**src/rtl/psqm_pkg.sv**
```systemverilog
// Package: shared constants, codes and control types of the process state queue manager.
`timescale 1ns / 1ps
`default_nettype none
package psqm_pkg;

  localparam int MAX_PROCS = 16;
  localparam int ID_BITS   = 16;
  localparam int PTR_W     = (MAX_PROCS > 1) ? $clog2(MAX_PROCS) : 1;
  localparam int CNT_W     = $clog2(MAX_PROCS + 1);
  localparam int CMD_W     = 3;
  localparam int STAT_W    = 2;

  localparam int NUM_Q       = 3;
  localparam int IDX_NEW     = 0;
  localparam int IDX_READY   = 1;
  localparam int IDX_BLOCKED = 2;

  typedef enum logic [CMD_W-1:0] {
    CMD_LOAD     = 3'd0,
    CMD_DISPATCH = 3'd1,
    CMD_TIMEOUT  = 3'd2,
    CMD_WAIT     = 3'd3,
    CMD_EVENT    = 3'd4,
    CMD_ADMIT    = 3'd5,
    CMD_RELEASE  = 3'd6,
    CMD_INVALID  = 3'd7
  } cmd_e;

  typedef enum logic [STAT_W-1:0] {
    STAT_DONE    = 2'd0,
    STAT_NO_MOVE = 2'd1,
    STAT_FULL    = 2'd2,
    STAT_INVALID = 2'd3
  } status_e;

  typedef enum logic [1:0] {
    Q_NONE    = 2'd0,
    Q_NEW     = 2'd1,
    Q_READY   = 2'd2,
    Q_BLOCKED = 2'd3
  } queue_e;

  typedef enum logic [1:0] {
    SRC_PID = 2'd0,
    SRC_RUN = 2'd1,
    SRC_POP = 2'd2
  } src_e;

  typedef enum logic [1:0] {
    RUN_KEEP  = 2'd0,
    RUN_SET   = 2'd1,
    RUN_CLEAR = 2'd2
  } run_op_e;

  typedef struct packed {
    status_e status;
    queue_e  pop_q;
    queue_e  push_q;
    src_e    push_src;
    run_op_e run_op;
    logic    rel;
  } plan_t;

  typedef struct packed {
    logic  load;
    logic  rd_en;
    logic  commit;
    plan_t plan;
  } dp_ctrl_t;

  typedef struct packed {
    logic             run_valid;
    logic [NUM_Q-1:0] empty;
    logic [NUM_Q-1:0] full;
    logic             out_free;
  } dp_stat_t;

  function automatic logic [NUM_Q-1:0] q_mask(queue_e q);
    logic [NUM_Q-1:0] m;
    m = '0;
    case (q)
      Q_NEW:     m[IDX_NEW]     = 1'b1;
      Q_READY:   m[IDX_READY]   = 1'b1;
      Q_BLOCKED: m[IDX_BLOCKED] = 1'b1;
      default:   m = '0;
    endcase
    return m;
  endfunction

  function automatic logic [PTR_W-1:0] ptr_next(logic [PTR_W-1:0] p);
    return (p == PTR_W'(MAX_PROCS - 1)) ? '0 : p + PTR_W'(1);
  endfunction

endpackage
`default_nettype wire

```
**src/rtl/psqm_if.sv**
```systemverilog
// Interfaces: request and result channels of the process state queue manager.
`timescale 1ns / 1ps
`default_nettype none
interface psqm_req_if import psqm_pkg::*; ();
  logic               valid;
  logic               ready;
  logic [CMD_W-1:0]   command;
  logic [ID_BITS-1:0] process_id;

  modport source (output valid, command, process_id, input ready);
  modport sink   (input valid, command, process_id, output ready);
endinterface

interface psqm_rsp_if import psqm_pkg::*; ();
  logic               valid;
  logic               ready;
  logic [STAT_W-1:0]  status;
  logic               running_valid;
  logic [ID_BITS-1:0] running_id;
  logic               released_valid;
  logic [ID_BITS-1:0] released_id;
  logic [CNT_W-1:0]   new_count;
  logic [CNT_W-1:0]   ready_count;
  logic [CNT_W-1:0]   blocked_count;

  modport source (output valid, status, running_valid, running_id, released_valid,
                  released_id, new_count, ready_count, blocked_count, input ready);
  modport sink   (input valid, status, running_valid, running_id, released_valid,
                  released_id, new_count, ready_count, blocked_count, output ready);
endinterface
`default_nettype wire

```
**src/rtl/psqm_ctrl.sv**
```systemverilog
// Controller: request sequencing and move planning for each command.
`timescale 1ns / 1ps
`default_nettype none
module psqm_ctrl import psqm_pkg::*; (
  input  wire logic     clk_i,
  input  wire logic     rst_ni,
  psqm_req_if.sink      req_i,
  input  wire dp_stat_t stat_i,
  output dp_ctrl_t      ctrl_o
);

  typedef enum logic [1:0] {
    S_IDLE,
    S_READ,
    S_WRITE
  } state_e;

  state_e state_q;
  cmd_e   cmd_q;
  plan_t  plan_q, plan_d;
  logic   accept;
  logic   commit;

  assign req_i.ready = (state_q == S_IDLE);
  assign accept      = req_i.valid && req_i.ready;
  assign commit      = (state_q == S_WRITE) && stat_i.out_free;

  always_comb begin
    plan_d          = '0;
    plan_d.status   = STAT_DONE;
    plan_d.pop_q    = Q_NONE;
    plan_d.push_q   = Q_NONE;
    plan_d.push_src = SRC_PID;
    plan_d.run_op   = RUN_KEEP;
    plan_d.rel      = 1'b0;
    case (cmd_q)
      CMD_LOAD: begin
        if (stat_i.full[IDX_NEW]) begin
          plan_d.status = STAT_FULL;
        end else begin
          plan_d.push_q = Q_NEW;
        end
      end
      CMD_DISPATCH: begin
        plan_d.push_src = SRC_RUN;
        if (!stat_i.empty[IDX_READY]) begin
          if (stat_i.run_valid && stat_i.full[IDX_BLOCKED]) begin
            plan_d.status = STAT_NO_MOVE;
          end else begin
            plan_d.pop_q  = Q_READY;
            plan_d.push_q = stat_i.run_valid ? Q_BLOCKED : Q_NONE;
            plan_d.run_op = RUN_SET;
          end
        end else if (!stat_i.empty[IDX_BLOCKED]) begin
          plan_d.pop_q  = Q_BLOCKED;
          plan_d.push_q = stat_i.run_valid ? Q_BLOCKED : Q_NONE;
          plan_d.run_op = RUN_SET;
        end else begin
          plan_d.status = STAT_NO_MOVE;
        end
      end
      CMD_TIMEOUT: begin
        plan_d.push_src = SRC_RUN;
        if (!stat_i.run_valid || stat_i.empty[IDX_READY]) begin
          plan_d.status = STAT_NO_MOVE;
        end else begin
          plan_d.pop_q  = Q_READY;
          plan_d.push_q = Q_READY;
          plan_d.run_op = RUN_SET;
        end
      end
      CMD_WAIT: begin
        plan_d.push_src = SRC_RUN;
        if (!stat_i.run_valid) begin
          plan_d.status = STAT_NO_MOVE;
        end else if (!stat_i.empty[IDX_READY]) begin
          if (stat_i.full[IDX_BLOCKED]) begin
            plan_d.status = STAT_NO_MOVE;
          end else begin
            plan_d.pop_q  = Q_READY;
            plan_d.push_q = Q_BLOCKED;
            plan_d.run_op = RUN_SET;
          end
        end else if (!stat_i.empty[IDX_BLOCKED]) begin
          plan_d.pop_q  = Q_BLOCKED;
          plan_d.push_q = Q_BLOCKED;
          plan_d.run_op = RUN_SET;
        end
        // blocked empty: running ID would come straight back, nothing moves
      end
      CMD_EVENT: begin
        if (stat_i.empty[IDX_BLOCKED] || stat_i.full[IDX_READY]) begin
          plan_d.status = STAT_NO_MOVE;
        end else begin
          plan_d.pop_q    = Q_BLOCKED;
          plan_d.push_q   = Q_READY;
          plan_d.push_src = SRC_POP;
        end
      end
      CMD_ADMIT: begin
        if (stat_i.empty[IDX_NEW] || stat_i.full[IDX_READY]) begin
          plan_d.status = STAT_NO_MOVE;
        end else begin
          plan_d.pop_q    = Q_NEW;
          plan_d.push_q   = Q_READY;
          plan_d.push_src = SRC_POP;
        end
      end
      CMD_RELEASE: begin
        if (!stat_i.run_valid) begin
          plan_d.status = STAT_NO_MOVE;
        end else begin
          plan_d.rel = 1'b1;
          if (!stat_i.empty[IDX_READY]) begin
            plan_d.pop_q  = Q_READY;
            plan_d.run_op = RUN_SET;
          end else begin
            plan_d.run_op = RUN_CLEAR;
          end
        end
      end
      default: begin
        plan_d.status = STAT_INVALID;
      end
    endcase
  end

  always_ff @(posedge clk_i or negedge rst_ni) begin
    if (!rst_ni) begin
      state_q <= S_IDLE;
      cmd_q   <= CMD_INVALID;
      plan_q  <= '0;
    end else begin
      case (state_q)
        S_IDLE: begin
          if (accept) begin
            cmd_q   <= cmd_e'(req_i.command);
            state_q <= S_READ;
          end
        end
        S_READ: begin
          plan_q  <= plan_d;
          state_q <= S_WRITE;
        end
        S_WRITE: begin
          if (commit) begin
            state_q <= S_IDLE;
          end
        end
        default: begin
          state_q <= S_IDLE;
        end
      endcase
    end
  end

  assign ctrl_o.load   = accept;
  assign ctrl_o.rd_en  = (state_q == S_READ);
  assign ctrl_o.commit = commit;
  assign ctrl_o.plan   = plan_q;

  a_accept_to_read: assert property (@(posedge clk_i) disable iff (!rst_ni)
    accept |=> (state_q == S_READ))
    else $error("accepted request did not start a head read");

endmodule
`default_nettype wire

```
**src/rtl/psqm_dp.sv**
```systemverilog
// Datapath: queue memories, pointers, counts, running slot and result register.
`timescale 1ns / 1ps
`default_nettype none
module psqm_dp import psqm_pkg::*; (
  input  wire logic               clk_i,
  input  wire logic               rst_ni,
  input  wire logic [ID_BITS-1:0] pid_i,
  input  wire dp_ctrl_t           ctrl_i,
  output dp_stat_t                stat_o,
  psqm_rsp_if.source              rsp_o
);

  logic [ID_BITS-1:0] mem_q  [NUM_Q][MAX_PROCS];
  logic [ID_BITS-1:0] rd_q   [NUM_Q];
  logic [PTR_W-1:0]   head_q [NUM_Q];
  logic [PTR_W-1:0]   head_d [NUM_Q];
  logic [PTR_W-1:0]   tail_q [NUM_Q];
  logic [PTR_W-1:0]   tail_d [NUM_Q];
  logic [CNT_W-1:0]   cnt_q  [NUM_Q];
  logic [CNT_W-1:0]   cnt_d  [NUM_Q];

  logic [ID_BITS-1:0] pid_q;
  logic               run_valid_q, run_valid_d;
  logic [ID_BITS-1:0] run_id_q, run_id_d;

  logic               out_valid_q;
  logic [STAT_W-1:0]  out_status_q;
  logic               out_run_v_q;
  logic [ID_BITS-1:0] out_run_id_q;
  logic               out_rel_v_q;
  logic [ID_BITS-1:0] out_rel_id_q;
  logic [CNT_W-1:0]   out_cnt_q [NUM_Q];

  logic [NUM_Q-1:0]   pop_sel, pop_m, push_m, empty_v, full_v;
  logic [ID_BITS-1:0] popped, push_data;
  logic               out_free;
  plan_t              plan;

  assign plan     = ctrl_i.plan;
  assign pop_sel  = q_mask(plan.pop_q);
  assign pop_m    = pop_sel & {NUM_Q{ctrl_i.commit}};
  assign push_m   = q_mask(plan.push_q) & {NUM_Q{ctrl_i.commit}};
  assign out_free = !out_valid_q || rsp_o.ready;

  always_comb begin
    popped = '0;
    for (int i = 0; i < NUM_Q; i++) begin
      if (pop_sel[i]) popped = rd_q[i];
    end
  end

  always_comb begin
    case (plan.push_src)
      SRC_PID: push_data = pid_q;
      SRC_RUN: push_data = run_id_q;
      SRC_POP: push_data = popped;
      default: push_data = '0;
    endcase
  end

  always_comb begin
    for (int i = 0; i < NUM_Q; i++) begin
      empty_v[i] = (cnt_q[i] == '0);
      full_v[i]  = (cnt_q[i] == CNT_W'(MAX_PROCS));
      head_d[i]  = pop_m[i]  ? ptr_next(head_q[i]) : head_q[i];
      tail_d[i]  = push_m[i] ? ptr_next(tail_q[i]) : tail_q[i];
      case ({push_m[i], pop_m[i]})
        2'b10:   cnt_d[i] = cnt_q[i] + CNT_W'(1);
        2'b01:   cnt_d[i] = cnt_q[i] - CNT_W'(1);
        default: cnt_d[i] = cnt_q[i];
      endcase
    end
  end

  always_comb begin
    run_valid_d = run_valid_q;
    run_id_d    = run_id_q;
    if (ctrl_i.commit) begin
      case (plan.run_op)
        RUN_SET: begin
          run_valid_d = 1'b1;
          run_id_d    = popped;
        end
        RUN_CLEAR: begin
          run_valid_d = 1'b0;
          run_id_d    = '0;
        end
        default: begin
          run_valid_d = run_valid_q;
        end
      endcase
    end
  end

  // queue memories: registered head read, commit writes the tail
  always_ff @(posedge clk_i) begin
    for (int i = 0; i < NUM_Q; i++) begin
      if (ctrl_i.rd_en) rd_q[i] <= mem_q[i][head_q[i]];
      if (push_m[i]) mem_q[i][tail_q[i]] <= push_data;
    end
  end

  always_ff @(posedge clk_i) begin
    if (ctrl_i.load) pid_q <= pid_i;
    run_id_q <= run_id_d;
    if (ctrl_i.commit) begin
      out_status_q <= plan.status;
      out_run_v_q  <= run_valid_d;
      out_run_id_q <= run_valid_d ? run_id_d : '0;
      out_rel_v_q  <= plan.rel;
      out_rel_id_q <= plan.rel ? run_id_q : '0;
      for (int i = 0; i < NUM_Q; i++) begin
        out_cnt_q[i] <= cnt_d[i];
      end
    end
  end

  always_ff @(posedge clk_i or negedge rst_ni) begin
    if (!rst_ni) begin
      run_valid_q <= 1'b0;
      out_valid_q <= 1'b0;
      for (int i = 0; i < NUM_Q; i++) begin
        head_q[i] <= '0;
        tail_q[i] <= '0;
        cnt_q[i]  <= '0;
      end
    end else begin
      run_valid_q <= run_valid_d;
      if (ctrl_i.commit) begin
        out_valid_q <= 1'b1;
      end else if (rsp_o.ready) begin
        out_valid_q <= 1'b0;
      end
      for (int i = 0; i < NUM_Q; i++) begin
        head_q[i] <= head_d[i];
        tail_q[i] <= tail_d[i];
        cnt_q[i]  <= cnt_d[i];
      end
    end
  end

  assign stat_o.run_valid = run_valid_q;
  assign stat_o.empty     = empty_v;
  assign stat_o.full      = full_v;
  assign stat_o.out_free  = out_free;

  assign rsp_o.valid          = out_valid_q;
  assign rsp_o.status         = out_status_q;
  assign rsp_o.running_valid  = out_run_v_q;
  assign rsp_o.running_id     = out_run_id_q;
  assign rsp_o.released_valid = out_rel_v_q;
  assign rsp_o.released_id    = out_rel_id_q;
  assign rsp_o.new_count      = out_cnt_q[IDX_NEW];
  assign rsp_o.ready_count    = out_cnt_q[IDX_READY];
  assign rsp_o.blocked_count  = out_cnt_q[IDX_BLOCKED];

  a_cnt_bound: assert property (@(posedge clk_i) disable iff (!rst_ni)
    (cnt_q[IDX_NEW] <= CNT_W'(MAX_PROCS)) && (cnt_q[IDX_READY] <= CNT_W'(MAX_PROCS))
      && (cnt_q[IDX_BLOCKED] <= CNT_W'(MAX_PROCS)))
    else $error("queue count above capacity");

  a_pop_nonempty: assert property (@(posedge clk_i) disable iff (!rst_ni)
    ctrl_i.commit |-> ((pop_m & empty_v) == '0))
    else $error("pop from empty queue");

  a_push_room: assert property (@(posedge clk_i) disable iff (!rst_ni)
    ctrl_i.commit |-> ((push_m & full_v & ~pop_m) == '0))
    else $error("push into full queue");

endmodule
`default_nettype wire

```
**src/rtl/process_state_queue_manager_top.sv**
```systemverilog
// Top level: process state queue manager, controller plus queue datapath.
//
//   channel  dir  handshake      payload
//   req_i    in   valid/ready    command, process_id
//   rsp_o    out  valid/ready    status, running_valid/id, released_valid/id, 3 counts
//
// Each request runs through accept, registered head read of the queue memories,
// then commit of pointers, counts, running slot and the result register.
// Reset (async, active low) empties all queues and the running slot; queue memory
// contents are not cleared, only written entries are read.
// A result waiting on rsp_o does not block the next accept; the commit cycle waits
// until the result register is free.
`timescale 1ns / 1ps
`default_nettype none
module process_state_queue_manager_top import psqm_pkg::*; (
  input  wire logic  clk_i,
  input  wire logic  rst_ni,
  psqm_req_if.sink   req_i,
  psqm_rsp_if.source rsp_o
);

  dp_ctrl_t dp_ctrl;
  dp_stat_t dp_stat;

  psqm_ctrl u_ctrl (
    .clk_i  (clk_i),
    .rst_ni (rst_ni),
    .req_i  (req_i),
    .stat_i (dp_stat),
    .ctrl_o (dp_ctrl)
  );

  psqm_dp u_dp (
    .clk_i  (clk_i),
    .rst_ni (rst_ni),
    .pid_i  (req_i.process_id),
    .ctrl_i (dp_ctrl),
    .stat_o (dp_stat),
    .rsp_o  (rsp_o)
  );

endmodule
`default_nettype wire
```
**src/flat_wrapper.sv**
```systemverilog
// flat-port wrapper written by rule: the top's interface ports become plain ports
module process_state_queue_manager_top_flat import psqm_pkg::*;
  (clk_i, rst_ni, req_i_valid, req_i_command, req_i_process_id, req_i_ready, rsp_o_valid, rsp_o_status, rsp_o_running_valid, rsp_o_running_id, rsp_o_released_valid, rsp_o_released_id, rsp_o_new_count, rsp_o_ready_count, rsp_o_blocked_count, rsp_o_ready);
  psqm_req_if req_i_i ();
  psqm_rsp_if rsp_o_i ();
  input  wire logic clk_i;
  input  wire logic rst_ni;
  input wire logic [$bits(req_i_i.valid)-1:0] req_i_valid;
  input wire logic [$bits(req_i_i.command)-1:0] req_i_command;
  input wire logic [$bits(req_i_i.process_id)-1:0] req_i_process_id;
  output wire logic [$bits(req_i_i.ready)-1:0] req_i_ready;
  output wire logic [$bits(rsp_o_i.valid)-1:0] rsp_o_valid;
  output wire logic [$bits(rsp_o_i.status)-1:0] rsp_o_status;
  output wire logic [$bits(rsp_o_i.running_valid)-1:0] rsp_o_running_valid;
  output wire logic [$bits(rsp_o_i.running_id)-1:0] rsp_o_running_id;
  output wire logic [$bits(rsp_o_i.released_valid)-1:0] rsp_o_released_valid;
  output wire logic [$bits(rsp_o_i.released_id)-1:0] rsp_o_released_id;
  output wire logic [$bits(rsp_o_i.new_count)-1:0] rsp_o_new_count;
  output wire logic [$bits(rsp_o_i.ready_count)-1:0] rsp_o_ready_count;
  output wire logic [$bits(rsp_o_i.blocked_count)-1:0] rsp_o_blocked_count;
  input wire logic [$bits(rsp_o_i.ready)-1:0] rsp_o_ready;
  assign req_i_i.valid = req_i_valid;
  assign req_i_i.command = req_i_command;
  assign req_i_i.process_id = req_i_process_id;
  assign req_i_ready = req_i_i.ready;
  assign rsp_o_valid = rsp_o_i.valid;
  assign rsp_o_status = rsp_o_i.status;
  assign rsp_o_running_valid = rsp_o_i.running_valid;
  assign rsp_o_running_id = rsp_o_i.running_id;
  assign rsp_o_released_valid = rsp_o_i.released_valid;
  assign rsp_o_released_id = rsp_o_i.released_id;
  assign rsp_o_new_count = rsp_o_i.new_count;
  assign rsp_o_ready_count = rsp_o_i.ready_count;
  assign rsp_o_blocked_count = rsp_o_i.blocked_count;
  assign rsp_o_i.ready = rsp_o_ready;
  process_state_queue_manager_top u_core (.clk_i(clk_i), .rst_ni(rst_ni), .req_i(req_i_i), .rsp_o(rsp_o_i));
endmodule
```
**config.mk**
```make
export PLATFORM = sky130hd
export DESIGN_NAME = process_state_queue_manager_top_flat
export DESIGN_NICKNAME = d
export VERILOG_FILES = /design/src/rtl/psqm_pkg.sv /design/src/rtl/psqm_if.sv /design/src/rtl/psqm_ctrl.sv /design/src/rtl/psqm_dp.sv /design/src/rtl/process_state_queue_manager_top.sv /design/src/flat_wrapper.sv
export SDC_FILE = /design/constraint.sdc
export NUM_CORES = 1
export LEC_CHECK = 0
export BUFFER_PORTS_ARGS = -buffer_cell sky130_fd_sc_hd__buf_2
export CAP_MARGIN = 5
export CORE_UTILIZATION = 50
export CTS_BUF_LIST = sky130_fd_sc_hd__clkbuf_8
export DETAILED_ROUTE_END_ITERATION = 10
export GPL_ROUTABILITY_DRIVEN = 0
export PLACE_DENSITY = 0.66
export SLEW_MARGIN = 20
export SYNTH_ARGS = -nofsm -noshare
export SYNTH_HDL_FRONTEND = slang
export SYNTH_SLANG_ARGS = --single-unit
```
**constraint.sdc**
```tcl
create_clock -name clk_i -period 5.45 [get_ports clk_i]
set_clock_uncertainty 0.05 [all_clocks]
set_input_delay 0.2725 -clock clk_i [delete_from_list [all_inputs] [get_ports clk_i]]
set_output_delay 0.2725 -clock clk_i [all_outputs]
set_load 0.005 [all_outputs]
```
==> run_results.csv <==
group,metric,value,unit
finish,layout_common_cells,"883 x edfxtp_1, 192 x mux4_2, 154 x clkbuf_8",
power,p_leak,13.9,nW
synth,ys_types,59,
sta,final.period_utilization,70.0,%
synth,synth_edf_count,883,
route,finalWirelength,85.1,mm
clock_network,cts_buffers,152,
setup_path,crit_start,"u_core.u_ctrl.ctrl_o[8]",
flow_run,maxCapViolations,0,
sta,hold_violations,0,
place,dp_cells,2919,
route,via_per_inst,5.92,
route,vias,19100,
synth,synth_area_per_cell,19.3,µm²
synth,synth_compound_area_share,4.28,%
route,drtAntennaViolNets,0,
place,dpl.hpwl,49.8,mm
clock_network,cts_buffer_depth,3,
sta,slew_viol_final,0,
synth,synth_seq_cells,956,
global_routing,grt_busiest_layer,"met2",
global_routing,grtUsageMet3,4.68,%
die,pin_count,76,
sta,relSlewSlack,24.0,%
clock_network,h-tree-depth,4,
power,clockPowerShare,27.6,%
power,power_frac_comb,22.8,%
die,num_rows,100,
setup_path,worstRegToRegCells,6,
setup_path,crit_arrival,4.34,ns
setup_path,r2r_end,"u_core.u_dp.mem_q[0][452]",
sta,tightestPinTransition,1.14,ns
synth,syn_area,0.0376,mm²
sta,min_period,3.82,ns
clock_network,insertion_delay,0.81,ns
power,irDropWorstVdd,0.257,mV
setup_path,crit_type,"reg -> reg",
min_path,min_path_type,"in -> reg",
finish,syn2layout_area_growth,13.3,%
route,drt_iter0_markers,1967,
setup_path,worstReg2RegStart,"u_core.u_ctrl.ctrl_o[8]",
synth,seq_area_frac_synth,75.1,%
setup_path,start_kind,"register",
synth,synth-warning-count,0,
place,portBuffers,75,
finish,layout_commonest_cell,"edfxtp_1",
min_path,hold_path_depth,2,
clock_network,cts_setup_buffers,0,
route,wl_per_cell,26.4,µm
finish,fin_cells,3221,
synth,synth_nets,1999,
synth,synth-xor-area-share,0.535,%
synth,synth_adder_area_share,0.732,%
route,drt_first_pass_iters,5,
sta,max_freq,262,MHz
die,die_height,276,µm
clock_network,cts_sinks,956,
die,die_w,276,µm
setup_path,crit_path_end_kind,"register",
power,p_per_area,490,mW/mm²
synth,synth-async-reset-ratio,5.96,%
die,die-area,0.0764,mm²
power,swShare,31.0,%
power,p_int,14.4,mW
synth,synth_flop_cell,"edfxtp_1",
global_routing,grt_max_degree,69,
global_routing,grt_first_pass_wirelength,126,mm
global_routing,grt_pass1_vias,19500,
synth,synth_top_family_by_area,"multiplexers",
sta,setup_violations,0,
synth,synth_simple_gate_area_share,4.01,%
setup_path,path_max_fanout,25,
synth,syn_inst,1954,
clock_network,cts_tree,"yes",
finish,nNetsFinal,2177,
min_path,hold_path_end,"u_core.u_dp.pid_q[14]",
clock_network,clk_pin_slew,0.06,ns
global_routing,track_usage,22.7,%
global_routing,grt_use_met1,31.9,%
setup_path,reg2reg_slack,1.63,ns
power,p_seq_share,49.6,%
power,p_switching,6.48,mW
die,start_util,50.5,%
synth,synth.area.mux_share,13.7,%
finish,drive_above_1_share,27.1,%
die,core,0.0744,mm²
sta,rsz0062_at_grt,"false",
global_routing,grt.overflow.total,0,
setup_path,cp_data_required_time,5.97,ns
global_routing,met2_usage,35.3,%
min_path,min-delay-start,"req_i_process_id[14]",
status,status,"finished, final reports clean",
sta,tns,0,ns
global_routing,grt_antenna_before_repair,3,
clock_network,clockRootBuffer,"clkbuf_8",
route,drc,0,
## logic make-up after synthesis
family	Yosys count
compound gates	255
buf+inv	132
xor+xnor	23
flops	956
mux	270
fa+ha+maj	22
simple gates	296
## worst max path at each step
stage                                  endpoint  slack (ns)  cells past startpoint
2_1_floorplan  u_core.u_dp.rsp_o.running_id[10]        1.22                      7
3_3_place_gp          u_core.u_dp.mem_q[0][169]        1.98                      5
3_5_place_dp          u_core.u_dp.mem_q[0][233]        1.79                      5
4_1_cts               u_core.u_dp.mem_q[0][425]        1.74                      5
5_1_grt               u_core.u_dp.mem_q[0][452]        1.53                      6
6_report              u_core.u_dp.mem_q[0][452]        1.63                      6
## routing by layer
layer,up-vias,wire length [µm]
li1,8247,-
met1,9976,36300
met2,727,40600
met3,132,5930
met4,0,2400
met5,-,0
## metrics by stage
step	utilization [%]	cell area (µm²)	power, mW	setup WS, ns	hold WS (ns)
4_1_cts	57.0	42500	21.0	1.74	0.0577
3_3_place_gp	52.9	39400	15.0	1.98	0.384
3_5_place_dp	52.9	39400	15.2	1.79	0.389
6_report	57.3	42600	20.9	1.63	0.134
5_1_grt	57.3	42600	21.8	1.53	0.104
2_1_floorplan	-	37600	13.4	1.22	-0.0731
## critical path, stage by stage (launching register included)
cell and delay (ns):
dfrtp_1 0.86, nor2b_2 0.95, a22oi_1 0.27, nand2_1 0.12
o21ai_1 0.10, o21ai_4 0.77, buf_4 0.43
## cell type report
| cell class | instances | area, µm² |
|---|---|---|
| fill | 5498 | 31800 |
| sequential | 956 | 28300 |
| tap | 969 | 1210 |
| inverter | 17 | 66.3 |
| timing repair buffer | 139 | 1000 |
| antenna | 1 | 2.50 |
| clock inverter | 119 | 733 |
| multi-input combinational | 866 | 9210 |
| clock buffer | 154 | 2120 |
## power groups by stage
stage	clock network, mW	logic (mW)	registers (mW)
after global placement	0	4.53	10.5
after floorplan	0	3.37	9.99
after global routing	6.18	5.12	10.5
final	5.77	4.76	10.4
after CTS	5.88	4.70	10.4
after detailed placement	0	4.69	10.5
## Yosys cell counts (all sizes together), types with 3 or more instances
library cell,count,area [µm²]
mux4,192,4320
nand3,17,85.1
o21ai,55,275
buf,60,355
mux2,28,315
a31oi,6,37.5
nand4,6,37.5
nor2b,55,344
nand2,80,308
edfxtp,883,26500
and2,19,119
nor3,18,105
dfxtp,16,320
inv,16,60.1
clkbuf,55,206
nand2b,13,81.3
xnor2,17,149
xor2,6,52.6
ha,22,275
a21o,36,270
a21oi,72,360
and3,4,25.0
o41ai,4,35.0
mux2i,50,500
a22oi,16,120
nor4,5,61.3
a211oi,50,380
nor2,68,255
dfstp,3,78.8
a211o,4,35.0
dfrtp,54,1350
o31ai,4,30.0
## registers in the layout (all words and copies together), names as in the netlist, 15 cells and up
name	cells
u_core.u_dp.mem_q	768
u_core.u_dp.rsp_o.running_id	16
u_core.u_dp.pid_q	16
u_core.u_dp.out_cnt_q	15
u_core.u_dp.cnt_q	15
u_core.u_dp.run_id_q	16
u_core.u_dp.rsp_o.released_id	16
u_core.u_dp.rd_q	48
## repair_timing
item	CTS	global route
hold buffers	22	0
hold endpoints to repair	76	0
resized for setup	0	0
Note: power is estimated with default switching activity, not from simulation.
